[src/hdl/nps_pkg.sv]
// Shared types and constants for the non-preemptive priority scheduler.
// No dependencies; imported by every module of the block.
package nps_pkg;

	// Field widths of a job and of a dispatch result
	localparam int ARR_W  = 16;
	localparam int BUR_W  = 16;
	localparam int PRI_W  = 8;
	localparam int TIME_W = 21;
	localparam int JIDX_W = 4;

	// Sequencer states
	typedef enum logic [1:0] {
		ST_IDLE,
		ST_SCAN,
		ST_DRAIN,
		ST_WRITE
	} nps_state_t;

	// Control from the sequencer to the pick unit
	typedef struct packed {
		logic clr;       // start of a scan: forget both candidates
		logic vld;       // a stored job is presented this cycle
		logic finished;  // presented job already ran
	} pick_ctl_t;

endpackage

[src/hdl/nps_job_mem.sv]
// Job store: arrival, burst and priority for each loaded job.
// One write port (loading), one registered read port (scan). Uses nps_pkg.
module nps_job_mem
	import nps_pkg::*;
#(
	parameter int DEPTH = 16,
	parameter int AW    = 4
) (
	input  logic             clk,
	input  logic             wr_en,
	input  logic [AW-1:0]    wr_addr,
	input  logic [ARR_W-1:0] wr_arr,
	input  logic [BUR_W-1:0] wr_bur,
	input  logic [PRI_W-1:0] wr_pri,
	input  logic             rd_en,
	input  logic [AW-1:0]    rd_addr,
	output logic [ARR_W-1:0] rd_arr,
	output logic [BUR_W-1:0] rd_bur,
	output logic [PRI_W-1:0] rd_pri
);

	localparam int WORD_W = ARR_W + BUR_W + PRI_W;

	logic [WORD_W-1:0] mem_q [DEPTH];
	logic [WORD_W-1:0] rd_word_q;

	// write port
	always_ff @(posedge clk) begin
		if (wr_en) begin
			mem_q[wr_addr] <= {wr_arr, wr_bur, wr_pri};
		end
	end

	// registered read port
	always_ff @(posedge clk) begin
		if (rd_en) begin
			rd_word_q <= mem_q[rd_addr];
		end
	end

	assign rd_arr = rd_word_q[WORD_W-1 -: ARR_W];
	assign rd_bur = rd_word_q[BUR_W+PRI_W-1 -: BUR_W];
	assign rd_pri = rd_word_q[PRI_W-1:0];

endmodule

[src/hdl/nps_pick_unit.sv]
// Pick unit: compares one stored job per cycle against the running best.
// Tracks the best arrived job and the earliest pending job. Uses nps_pkg.
module nps_pick_unit
	import nps_pkg::*;
#(
	parameter int AW = 4
) (
	input  logic              clk,
	input  logic              arst_n,
	input  pick_ctl_t         ctl,
	input  logic [TIME_W-1:0] clock_now,
	input  logic [AW-1:0]     idx,
	input  logic [ARR_W-1:0]  arr,
	input  logic [BUR_W-1:0]  bur,
	input  logic [PRI_W-1:0]  pri,
	output logic              have_a,
	output logic [AW-1:0]     a_idx,
	output logic [ARR_W-1:0]  a_arr,
	output logic [BUR_W-1:0]  a_bur,
	output logic              have_e,
	output logic [AW-1:0]     e_idx,
	output logic [ARR_W-1:0]  e_arr,
	output logic [BUR_W-1:0]  e_bur
);

	logic             have_a_q, have_e_q;
	logic [AW-1:0]    a_idx_q, e_idx_q;
	logic [ARR_W-1:0] a_arr_q, e_arr_q;
	logic [BUR_W-1:0] a_bur_q, e_bur_q;
	logic [PRI_W-1:0] a_pri_q, e_pri_q;
	logic             arrived, take_a, take_e;

	// Arrived candidate: lowest priority value, then earlier arrival.
	// Earliest candidate: earliest arrival, then lowest priority value.
	// Strict compares keep the lower index on a full tie.
	always_comb begin
		arrived = (TIME_W'(arr) <= clock_now);
		take_a  = ctl.vld && !ctl.finished && arrived &&
			(!have_a_q || (pri < a_pri_q) || ((pri == a_pri_q) && (arr < a_arr_q)));
		take_e  = ctl.vld && !ctl.finished &&
			(!have_e_q || (arr < e_arr_q) || ((arr == e_arr_q) && (pri < e_pri_q)));
	end

	// candidate flags
	always_ff @(posedge clk or negedge arst_n) begin
		if (!arst_n) begin
			have_a_q <= 1'b0;
			have_e_q <= 1'b0;
		end else if (ctl.clr) begin
			have_a_q <= 1'b0;
			have_e_q <= 1'b0;
		end else begin
			if (take_a) have_a_q <= 1'b1;
			if (take_e) have_e_q <= 1'b1;
		end
	end

	// candidate payload
	always_ff @(posedge clk) begin
		if (take_a && !ctl.clr) begin
			a_idx_q <= idx;
			a_arr_q <= arr;
			a_bur_q <= bur;
			a_pri_q <= pri;
		end
		if (take_e && !ctl.clr) begin
			e_idx_q <= idx;
			e_arr_q <= arr;
			e_bur_q <= bur;
			e_pri_q <= pri;
		end
	end

	assign have_a = have_a_q;
	assign a_idx  = a_idx_q;
	assign a_arr  = a_arr_q;
	assign a_bur  = a_bur_q;
	assign have_e = have_e_q;
	assign e_idx  = e_idx_q;
	assign e_arr  = e_arr_q;
	assign e_bur  = e_bur_q;

endmodule

[src/hdl/nonpreemptive_priority_scheduler.sv]
// Non-preemptive priority scheduler, top level. Uses nps_pkg, nps_job_mem, nps_pick_unit.
// Loading: one job per cycle while job_stall is low; a job that is neither last nor fills
// the store causes no result. Per dispatch: a scan of all N jobs in the set through the
// job store read port, a drain state for the registered read, then a write state that waits
// while the result register is full. Results leave in dispatch order; job is stalled meanwhile.
// Reset clears job count, clock, finished flags and handshake state; the store is not cleared.
module nonpreemptive_priority_scheduler
	import nps_pkg::*;
#(
	parameter int MAX_JOBS = 16
) (
	input  logic              clk,
	input  logic              arst_n,
	// job requests
	input  logic              job_valid,
	output logic              job_stall,
	input  logic [ARR_W-1:0]  arrival_time,
	input  logic [BUR_W-1:0]  burst_time,
	input  logic [PRI_W-1:0]  priority_level,
	input  logic              last_job,
	// dispatch results
	output logic              res_valid,
	input  logic              res_stall,
	output logic [JIDX_W-1:0] job_index,
	output logic [TIME_W-1:0] start_time,
	output logic [TIME_W-1:0] completion_time,
	output logic [TIME_W-1:0] turnaround_time,
	output logic [TIME_W-1:0] waiting_time,
	output logic              last_result
);

	localparam int IW = (MAX_JOBS > 1) ? $clog2(MAX_JOBS) : 1;
	localparam int CW = $clog2(MAX_JOBS + 1);
	localparam logic [CW-1:0] FULL_CNT = CW'(MAX_JOBS);

	nps_state_t state_q, state_d;

	logic [CW-1:0]       count_q, done_q, rd_idx_q;
	logic [TIME_W-1:0]   clock_q;
	logic [MAX_JOBS-1:0] fin_q;
	logic [IW-1:0]       idx_s1;
	logic                rd_v_s1;
	logic                res_valid_q;

	logic                load_fire, start_sched, write_fire, scan_end, out_free;
	logic [CW-1:0]       count_inc;

	logic [ARR_W-1:0]    m_arr;
	logic [BUR_W-1:0]    m_bur;
	logic [PRI_W-1:0]    m_pri;
	pick_ctl_t           pick_ctl;

	logic                have_a, have_e;
	logic [IW-1:0]       a_idx, e_idx, sel_idx;
	logic [ARR_W-1:0]    a_arr, e_arr, sel_arr;
	logic [BUR_W-1:0]    a_bur, e_bur, sel_bur;
	logic [TIME_W-1:0]   t_start, t_fin, t_turn, t_wait;
	logic                is_last;

	logic [JIDX_W-1:0]   job_index_q;
	logic [TIME_W-1:0]   start_q, fin_time_q, turn_q, wait_q;
	logic                last_q;

	// job store
	nps_job_mem #(
		.DEPTH (MAX_JOBS),
		.AW    (IW)
	) u_mem (
		.clk     (clk),
		.wr_en   (load_fire),
		.wr_addr (count_q[IW-1:0]),
		.wr_arr  (arrival_time),
		.wr_bur  (burst_time),
		.wr_pri  (priority_level),
		.rd_en   (state_q == ST_SCAN),
		.rd_addr (rd_idx_q[IW-1:0]),
		.rd_arr  (m_arr),
		.rd_bur  (m_bur),
		.rd_pri  (m_pri)
	);

	// shared compare unit
	always_comb begin
		pick_ctl.clr      = (state_q == ST_SCAN) && (rd_idx_q == '0);
		pick_ctl.vld      = rd_v_s1;
		pick_ctl.finished = fin_q[idx_s1];
	end

	nps_pick_unit #(
		.AW (IW)
	) u_pick (
		.clk       (clk),
		.arst_n    (arst_n),
		.ctl       (pick_ctl),
		.clock_now (clock_q),
		.idx       (idx_s1),
		.arr       (m_arr),
		.bur       (m_bur),
		.pri       (m_pri),
		.have_a    (have_a),
		.a_idx     (a_idx),
		.a_arr     (a_arr),
		.a_bur     (a_bur),
		.have_e    (have_e),
		.e_idx     (e_idx),
		.e_arr     (e_arr),
		.e_bur     (e_bur)
	);

	// Dispatch decision: an arrived job runs now, else time jumps to the earliest arrival
	always_comb begin
		sel_idx = have_a ? a_idx : e_idx;
		sel_arr = have_a ? a_arr : e_arr;
		sel_bur = have_a ? a_bur : e_bur;
		t_start = have_a ? clock_q : TIME_W'(e_arr);
		t_fin   = t_start + TIME_W'(sel_bur);
		t_wait  = t_start - TIME_W'(sel_arr);
		t_turn  = t_fin - TIME_W'(sel_arr);
		is_last = (CW'(done_q + CW'(1)) == count_q);
	end

	// Sequencer: next state and strobes
	always_comb begin
		count_inc   = CW'(count_q + CW'(1));
		load_fire   = job_valid && (state_q == ST_IDLE);
		start_sched = last_job || (count_inc == FULL_CNT);
		scan_end    = (rd_idx_q == CW'(count_q - CW'(1)));
		out_free    = !res_valid_q || !res_stall;
		write_fire  = (state_q == ST_WRITE) && out_free;
		state_d     = state_q;
		unique case (state_q)
			ST_IDLE: begin
				if (load_fire && start_sched) state_d = ST_SCAN;
			end
			ST_SCAN: begin
				if (scan_end) state_d = ST_DRAIN;
			end
			ST_DRAIN: begin
				state_d = ST_WRITE;
			end
			ST_WRITE: begin
				if (out_free) state_d = is_last ? ST_IDLE : ST_SCAN;
			end
			default: begin
				state_d = ST_IDLE;
			end
		endcase
	end

	always_ff @(posedge clk or negedge arst_n) begin
		if (!arst_n) begin
			state_q <= ST_IDLE;
		end else begin
			state_q <= state_d;
		end
	end

	// Job count, clock, finished flags, scan counter
	always_ff @(posedge clk or negedge arst_n) begin
		if (!arst_n) begin
			count_q  <= '0;
			done_q   <= '0;
			rd_idx_q <= '0;
			clock_q  <= '0;
			fin_q    <= '0;
			rd_v_s1  <= 1'b0;
		end else begin
			rd_v_s1 <= (state_q == ST_SCAN);
			if (load_fire) begin
				count_q <= count_inc;
				done_q  <= '0;
				clock_q <= '0;
			end
			if (state_q == ST_SCAN) begin
				rd_idx_q <= scan_end ? '0 : CW'(rd_idx_q + CW'(1));
			end
			if (write_fire) begin
				if (is_last) begin
					count_q <= '0;
					done_q  <= '0;
					clock_q <= '0;
					fin_q   <= '0;
				end else begin
					done_q         <= CW'(done_q + CW'(1));
					clock_q        <= t_fin;
					fin_q[sel_idx] <= 1'b1;
				end
			end
		end
	end

	// read pipeline tag
	always_ff @(posedge clk) begin
		idx_s1 <= rd_idx_q[IW-1:0];
	end

	// Result register
	always_ff @(posedge clk or negedge arst_n) begin
		if (!arst_n) begin
			res_valid_q <= 1'b0;
		end else if (write_fire) begin
			res_valid_q <= 1'b1;
		end else if (!res_stall) begin
			res_valid_q <= 1'b0;
		end
	end

	always_ff @(posedge clk) begin
		if (write_fire) begin
			job_index_q <= JIDX_W'(sel_idx);
			start_q     <= t_start;
			fin_time_q  <= t_fin;
			turn_q      <= t_turn;
			wait_q      <= t_wait;
			last_q      <= is_last;
		end
	end

	assign job_stall       = (state_q != ST_IDLE);
	assign res_valid       = res_valid_q;
	assign job_index       = job_index_q;
	assign start_time      = start_q;
	assign completion_time = fin_time_q;
	assign turnaround_time = turn_q;
	assign waiting_time    = wait_q;
	assign last_result     = last_q;

endmodule

[config.mk]
export PLATFORM = sky130hd
export DESIGN_NAME = nonpreemptive_priority_scheduler
export DESIGN_NICKNAME = d
export VERILOG_FILES = /design/src/hdl/nps_pkg.sv /design/src/hdl/nps_job_mem.sv /design/src/hdl/nps_pick_unit.sv /design/src/hdl/nonpreemptive_priority_scheduler.sv
export SDC_FILE = /design/constraint.sdc
export NUM_CORES = 1
export LEC_CHECK = 0
export ABC_CLOCK_PERIOD_IN_PS = 9650
export BUFFER_PORTS_ARGS = -buffer_cell sky130_fd_sc_hd__buf_2
export CAP_MARGIN = 20
export CORE_ASPECT_RATIO = 1.1
export CORE_UTILIZATION = 55
export CTS_BUF_LIST = sky130_fd_sc_hd__clkbuf_4
export DETAILED_ROUTE_END_ITERATION = 10
export PLACE_DENSITY = 0.81
export SYNTH_ARGS = -nofsm -noshare
export SYNTH_HDL_FRONTEND = slang
export SYNTH_SLANG_ARGS = --single-unit
[constraint.sdc]
create_clock -name clk -period 9.65 [get_ports clk]
set_input_delay 0.965 -clock clk [delete_from_list [all_inputs] [get_ports clk]]
set_output_delay 0.965 -clock clk [all_outputs]
set_load 0.1 [all_outputs]
Yosys cells after proc, flatten, opt, wreduce, memory -nomap -nowiden
Memory sizes are Yosys's and may differ from the RTL's. A register that Yosys moved wholly into a read port is not among the register bits. Index checks and enable logic that the tools add are counted.

Add/subtract/negate cells: 7. Multiply operators: 0. Divide/modulo/power cells: 0. Order comparisons: 8. Equality and inequality tests: 12. Shift operators: 0. Mux-type cells: 32. Bitwise logic cells: 1. Reductions and logical operators: 32.

Operators by type and width (count): $mux 21 (4); $mux 16 (3); $sub 21x16->21 (2); $mux 5 (7); $lt 16x16->1 (2); $add 21x16->21 (1); $le 16x21->1 (1); $eq 16x16->1 (1); $lt 8x8->1 (2); $or 16x16->16 (1); $add 5x1->5 const B (3); $logic_and 1x1->1 (13); $mux 1 (11); $eq 5x5->1 (2); $lt 4x5->1 const B (2); $eq 8x8->1 (1); $pmux 2 s4 (1); $reduce_bool 2->1 (4); $logic_not 1->1 (6); $logic_or 1x1->1 (6); $mux 2 (3); $eq 5x5->1 const B (1); $logic_not 5->1 (1); $sub 5x1->5 const B (1); 10 further kinds (13).

Register bits: 239. Latch bits: 0. Memory bits (writable): 640. Bits in read-only memories: 0. Input bits: 45. Output and inout bits: 91. Logic and storage cells: 118. Memories: 1.

Memories: u_mem.mem_q (depth 16, bits a word 40, rd ports 1, clocked after memory_dff 1, write ports 1, line nps_job_mem.sv:24) `logic [WORD_W-1:0] mem_q [DEPTH];`.

Logic depth before layout (Yosys ltp)
Gate-level depths: netlist of run 1.

Word-level depth: 8. Gate-level depth with buffers: 22. Mapped depth without buffers: 20.

By module
From an unflattened synthesis of run 1, not the netlist that was laid out.

Cell total of the unflattened synthesis: 2197. Area, all modules: 38993.6 sq um.

By module, submodules not included: nps_job_mem (times used 1, cells each 1040, area each 25533.2 sq um, sequential area each 20419.6 sq um); nonpreemptive_priority_scheduler (times used 1, cells each 838, area each 9163.8 sq um, sequential area each 4154.0 sq um); nps_pick_unit (times used 1, cells each 319, area each 4296.6 sq um, sequential area each 2692.6 sq um).

Worst setup path before layout of run 1
No wires, ideal clock.

Path type: register to register. Start point: register u_pick.have_a_q, in the netlist u_pick.have_a. End point: register turn_q[19], in the netlist turnaround_time[19], data pin. Setup time: 0.264 ns. Data arrival time: 4.972 ns. Data required time: 9.386 ns. Setup slack: 4.413 ns. Cell stages (with the launch flop): 21. Path buffers: 3. Period minus slack after synthesis: 5.237 ns. Cells stage by stage: dfrtp_1 > buf_6 > clkbuf_1 > clkbuf_1 > mux2_2 > ha_1 > fa_1 > a211oi_2 > o21ai_1 > xor2_1 > ha_1 > or4_1 > or2_0 > o211a_1 > a31o_2 > o21ai_1 > a21oi_1 > o21ai_2 > o211a_1 > o21bai_4 > xnor2_2.

Longest elaborated chain between the ends: 3. Elaborated cells between the ends (all ways): 5. Those cells by class: add/sub (2); mux (3).

Ends and longest elaborated chain: from (decl) (line nps_pick_unit.sv:26) `logic have_a_q, have_e_q;`; from (signal assigned) (line nps_pick_unit.sv:47) `have_a_q <= 1'b0;`; from (signal assigned) (line nps_pick_unit.sv:50) `have_a_q <= 1'b0;`; from (signal assigned) (line nps_pick_unit.sv:53) `if (take_a) have_a_q <= 1'b1;`; $mux 21 / $mux 16 (equally long branches) (line nonpreemptive_priority_scheduler.sv:115, nonpreemptive_priority_scheduler.sv:114); $add 21x16->21 * (line nonpreemptive_priority_scheduler.sv:116) `t_fin = t_start + TIME_W'(sel_bur);`; via t_fin[6] (line nonpreemptive_priority_scheduler.sv:57) `logic [TIME_W-1:0] t_start, t_fin, t_turn, t_wait;`; $sub 21x16->21 * (line nonpreemptive_priority_scheduler.sv:118) `t_turn = t_fin - TIME_W'(sel_arr);`; via t_turn[19] (line nonpreemptive_priority_scheduler.sv:57); to (signal assigned) (line nonpreemptive_priority_scheduler.sv:213) `turn_q <= t_turn;`; to (decl) (line nonpreemptive_priority_scheduler.sv:61) `logic [TIME_W-1:0] start_q, fin_time_q, turn_q, wait_q;`.

Mark *: on every way through the listed nets, which the timed path passes. The rest lies on a longest branch. A chain may end at the register's enable or synchronous reset.

Final worst setup path of run 1
Start point: register u_pick.have_a_q, in the netlist u_pick.have_a. End point: register turn_q[17], in the netlist turnaround_time[17], data pin.

The elaborated chain is that of the path after synthesis.

==> results.toml, run 1 <==
[setup_path]
crit_type = "reg -> reg"
critPathCaptureType = "flop"
slowest_stage = "buf_4"
max_stage_delay_ns = 0.64
cp_data_arrival_time_ns = 6.26
crit_path_start_kind = "flop"
path_max_fanout = 63
critical_path_required_ns = 10.43
path_buf_inv = 1
cpLargestDelayFamily = "compound AO/OA/AOI/OAI gates"
crit_chain = "buf_4 > mux2_2 > fa_1 > a211oi_2 > o21ai_1 > xor2_1 > ha_1 > or4_1 > or2_0 > o211a_1 > a31o_2 > o21ai_1 > a21oi_1 > o21ai_2 > o211a_1 > nand2_1 > xnor2_1"

[clock_network]
cts_buffers = 210
cts_setup_buffers = 0
cts_tree = "done"
clock_latency_ns = 1.08
postCtsHoldBufs = 0
clk_path_buf_depth = 3
cts_root_buf = "clkbuf_4"
cts_sinks = 919
cts_resized = 0
htreeDepth = 4
path_clk_slew_ns = 0.07

[sta]
tns_ns = 0
min_period_over_period_pct = 56.77
finalHoldViolCount = 0
holdWs_ns = 0.08703
fmax_mhz = 182.5
rsz0062_at_grt = "false"
slew-limit-headroom_pct = 30.32
worst_pin_slew_ns = 1.045
period_minus_slack_ns = 5.479
setup_viol = 0
fin_worst_skew_ns = 0.05749
slew_violations = 0

[place]
place_hpwl_mm = 47.20
place_congestion = 0.8937
portBuffers = 135

[synth]
synth_edf_count = 857
synth_flop_cell = "edfxtp_1"
ys_ff_latch = 919
yosysMostFrequentCell = "edfxtp_1"
syn_area_mm2 = 0.03828
syn_nets = 2215
ys_async_sr_fraction_pct = 6.311
synth_cell_types = 85
syn_avg_cell_area_um2 = 18.70
synth_cells = 2047
synth_warnings = 0
ys_top_cells_by_count = "edfxtp_1 (857), mux4_2 (204), ha_1 (120)"
ys_seq_area_share_pct = 71.23
ys_top_cells_by_area = "edfxtp_1 (67%), mux4_2 (12%), ha_1 (3.9%)"
netlist.area_leader.share_pct = 67.23
synth_area_leader_cell = "edfxtp_1"

[finish]
area_delta_synth_final_pct = 11.97
fin_nets = 2507
drive_gt1_share_pct = 30.39

[die]
core_mm2 = 0.06900
ios = 136
die_y_um = 278.7
die_w_um = 253.5
fp.dieArea_mm2 = 0.07066
start_util_pct = 55.48
row_count = 101

[grt]
overflow = 0
grt.total_usage_pct = 24.20
grt_max_degree = 72
antenna_found_initial = 8
grt_pass1_wl_mm = 125.5
grt_pass1_vias = 21132

[routing]
drc = 0
vias = 20374
ant_nets = 0
drt_iter0_markers = 1844
vias_per_cell = 5.902
drt_pass1_iterations = 5
wl_per_cell_um = 23.96
wl_mm = 82.70

[run_status]
status = "completed"

[run]
maxCapViolCount = 0

[hold_path]
hold_class = "in -> async"
==> final cells by class <==
cell class	count	area [µm²]
inverters	94	352.8
well taps	927	1160
diodes	8	20.02
fillers	4716	26140
clock buffers	309	2320
flip-flops and latches	919	27280
clock inverters	81	467.9
repair buffers	150	788.3
multi-input cells	964	10480
==> flip-flops by register name, indices dropped and copies added, names as in the netlist, 4 cells and up <==
register	count
job_index	4
count_q	5
u_pick.e_arr	16
u_pick.e_pri_q	8
u_pick.a_pri_q	8
fin_q	16
clock_q	21
rd_idx_q	5
turnaround_time	21
u_mem.mem_q	640
u_pick.a_bur	16
u_pick.e_bur	16
u_pick.a_idx	4
idx_s1	4
u_pick.a_arr	16
waiting_time	21
start_time	21
done_q	5
completion_time	21
u_mem.rd_word_q	40
u_pick.e_idx	4
==> placed cells by master (no fill, tap or decap), types with 5 or more instances in the layout <==
master      count
o21ai_0        55
mux2i_1        22
xor2_1         30
a22o_1         20
a21o_1         16
nor3_1         18
o21a_1         23
clkinv_2       10
nand2_1        70
mux4_2        204
nor2b_1        17
and2_1          5
clkbuf_4      309
xnor2_1        42
nand2b_1       14
a31oi_1         5
and2_4         13
mux2_2         20
edfxtp_1      857
nand3_1        21
a21oi_1        56
buf_2         135
inv_1          94
a21boi_0        5
nor2_1         65
ha_1          119
clkinvlp_4      5
clkinv_1       57
diode_2         8
and3_1          6
nand4_1        10
dfrtp_1        53
buf_4          15
o211ai_1        9
==> through the flow <==
step                util, %  instances  area [µm²]  worst slack [ns]
floorplan                 -       2047       38280             4.413
global placement      58.05       3054       40050             4.297
detailed placement    58.05       3054       40050             4.240
CTS                   62.09       3444       42840             4.220
global route          62.10       3447       42850             3.904
finish                62.12       3452       42860             4.171
==> path summary, 6_finish.rpt <==
kind / from / end / slack (ns) / depth (start not counted)
min in group clk: res_stall / res_valid$_DFFE_PN0P_ / 0.18 / 3
max in group asynchronous: arst_n / rd_idx_q[1]$_DFFE_PN0P_ / 8.92 / 2
max: u_pick.have_a$_DFFE_PN0P_ / turnaround_time[17]$_DFFE_PP_ / 4.17 / 17
min: arst_n / res_valid$_DFFE_PN0P_ / 0.09 / 2
min reg2reg: u_mem.rd_word_q[22]$_DFFE_PP_ / u_pick.a_bur[14]$_DFFE_PP_ / 0.46 / 0
max reg2reg: u_pick.have_a$_DFFE_PN0P_ / turnaround_time[17]$_DFFE_PP_ / 4.17 / 17
==> cell families (layout without fill, tap and decap cells) <==
kind of cell	after synthesis	in the layout	synth area share (%)
flops	919	919	71.23
simple gates	277	277	3.648
mux	246	246	13.17
compound gates	240	240	4.308
buf+inv	164	634	1.641
fa+ha+maj	124	124	4.105
xor+xnor	77	77	1.906
other cells	0	8	0
==> metal layers <==
layer  up-vias  global-route usage [%]  routed length (µm)
li1       8958                       -                   -
met1     10325                   30.52               31410
met2       920                   40.74               42800
met3       163                   5.938                6461
met4         8                   8.765                1980
met5         -                       0                  47
Power of run 1 is left out: the tool's default activity adds up to more than one toggle a clock period on the data nets, which glitch-free logic cannot reach.
==> run 2: changes to the inputs <==
Settings changed: ABC_AREA from default to 1, ABC_CLOCK_PERIOD_IN_PS 9650 to 5400.
Clock period 9.65 ns to 5.4 ns, I/O delays scaled along.
==> results.toml, run 2 <==
[clock_network]
cts_root_buf = "clkbuf_4"
cts_tree = "done"
clk_path_buf_depth = 3
cts_sinks = 919
htreeDepth = 4
clock_latency_ns = 1.08
cts_setup_buffers = 0
cts_resized = 0
cts_buffers = 210
path_clk_slew_ns = 0.07

[synth]
synth_cells = 3214
synth_warnings = 0
ys_top_cells_by_count = "edfxtp_1 (857), nor2_1 (441), o21ai_0 (366)"
synth_flop_cell = "edfxtp_1"
syn_avg_cell_area_um2 = 12.25
netlist.area_leader.share_pct = 65.37
synth_cell_types = 56
syn_area_mm2 = 0.03937
synth_edf_count = 857
ys_seq_area_share_pct = 69.26
ys_top_cells_by_area = "edfxtp_1 (65%), o21ai_0 (4.7%), nor2_1 (4.2%)"
synth_area_leader_cell = "edfxtp_1"
syn_nets = 3382
ys_async_sr_fraction_pct = 6.311
yosysMostFrequentCell = "edfxtp_1"
ys_ff_latch = 919

[run_status]
status = "completed"

[grt]
grt.total_usage_pct = 26.48
grt_max_degree = 215
grt_pass1_wl_mm = 145.9
antenna_found_initial = 5
grt_pass1_vias = 26312
overflow = 0

[sta]
setup_viol = 0
fmax_mhz = 224.1
worst_pin_slew_ns = 1.131
slew-limit-headroom_pct = 24.44
fin_worst_skew_ns = 0.1000
slew_violations = 0
fin_ws_ns = 0.9378
tns_ns = 0
rsz0062_at_grt = "false"
finalHoldViolCount = 0
period_minus_slack_ns = 4.462
min_period_over_period_pct = 82.63

[routing]
drt_iter0_markers = 3042
wl_per_cell_um = 20.98
drt_pass1_iterations = 6
vias_per_cell = 5.852
drc = 0
vias = 26985
ant_nets = 0
wl_mm = 96.76

[setup_path]
r2r-start = "u_pick.have_a$_DFFE_PN0P_"
crit_path_start_kind = "flop"
critPathLaunch = "u_pick.have_a$_DFFE_PN0P_"
cp_data_arrival_time_ns = 5.27
critPathCaptureType = "flop"
path_max_fanout = 49
crit_type = "reg -> reg"
critical_path_required_ns = 6.20

[die]
row_count = 102
fp.dieArea_mm2 = 0.07265
die_w_um = 257.1
start_util_pct = 55.78
die_y_um = 282.6
core_mm2 = 0.07058
ios = 136

[finish]
fin_nets = 3668
reg.largest.list = "u_mem.mem_q: 640 flops, u_mem.rd_word_q: 40 flops"
final_common_cell = "edfxtp_1"
largest_register_ffs = 640
drive_gt1_share_pct = 16.66
area_delta_synth_final_pct = 12.84
regMostFlops = "u_mem.mem_q"
final_cell_mix = "edfxtp_1 (857), nor2_1 (424), o21ai_0 (366)"

[place]
portBuffers = 135
place_hpwl_mm = 57.68
place_congestion = 0.9555
pre_cts_slack_ns = 0.9918

[run]
maxCapViolCount = 0

[hold_path]
hold_class = "in -> async"
-- run 2: cell types whose count changed in the layout (fill, tap and decap cells not counted), moves of 118 or more --
cell,delta
nor2_1,+359
o21ai_0,+311
nand2_1,+269
mux4_2,-204
inv_1,+119
nand3_1,+118
-- run 2: layer usage --
metal,GRT usage [%],part of all wire [%]
met5,0,0
met3,4.937,8.9
met2,44.77,50
met4,13.64,3.9
met1,32.64,37
-- run 2: worst max-delay path, stage by stage (launching register included) --
cell	delay (ns)
dfrtp_2	0.45
buf_4	0.46
nor2_1	0.14
o21bai_1	0.25
ha_1	0.42
nand2_1	0.16
inv_1	0.07
nand2_1	0.09
o211ai_1	0.16
xnor2_1	0.22
inv_1	0.09
ha_1	0.40
nand4_1	0.11
o21ai_0	0.38
nand3_1	0.14
nand3_1	0.19
nand2_1	0.10
nand2_2	0.11
nand3_2	0.12
nand3_1	0.11
nand2_1	0.06
-- run 2: cell families (layout without fill, tap and decap cells) --
logic type	after synthesis	after routing	share of synthesized area (%)
AND/OR/NAND/NOR	1017	1017	11.06
flip-flops	919	919	69.26
AO/OA/AOI/OAI	724	724	10.76
buffers and inverters	373	827	3.620
adder cells (fa/ha/maj)	123	123	3.967
XOR/XNOR	58	58	1.329
other	0	7	0
-- run 2: final cells by class --
cell class	instances	area [µm²]
Sequential cell	919	27280
Fill cell	5173	26150
Multi-Input combinational cell	1922	10820
Clock buffer	301	2260
Timing Repair Buffer	221	1506
Tap cell	936	1171
Inverter	226	859.6
Clock inverter	79	509.2
Antenna cell	7	17.52
-- run 2: worst paths after layout --
check	end	slack (ns)	depth (start not counted)
max in group asynchronous	rd_idx_q[1]$_DFFE_PN0P_	4.56	3
worst max register to register	turnaround_time[20]$_DFFE_PP_	0.94	20
worst max-delay path	turnaround_time[20]$_DFFE_PP_	0.94	20
worst min register to register	u_pick.e_bur[8]$_DFFE_PP_	0.43	0
worst min-delay path	clock_q[10]$_DFFE_PN0P_	0.20	3
min in group clk	res_valid$_DFFE_PN0P_	0.30	4
-- run 2: per-stage QoR --
step	std cells	util, %	area (µm²)	hold slack [ns]
2_1_floorplan	3214	-	39370	0.2444
3_3_place_gp	4177	58.28	41130	0.4228
3_5_place_dp	4178	58.31	41150	0.4283
4_1_cts	4602	62.86	44360	0.1201
5_1_grt	4607	62.93	44410	0.2411
6_report	4611	62.94	44420	0.2032
-- run 2: what timing repair did --
| item | CTS | global route |
|---|---|---|
| hold buffers | 44 | 0 |
| setup endpoints to repair | 0 | 0 |
| endpoints found under the hold margin | 701 | 0 |
Power of run 2 is left out for the same reason.
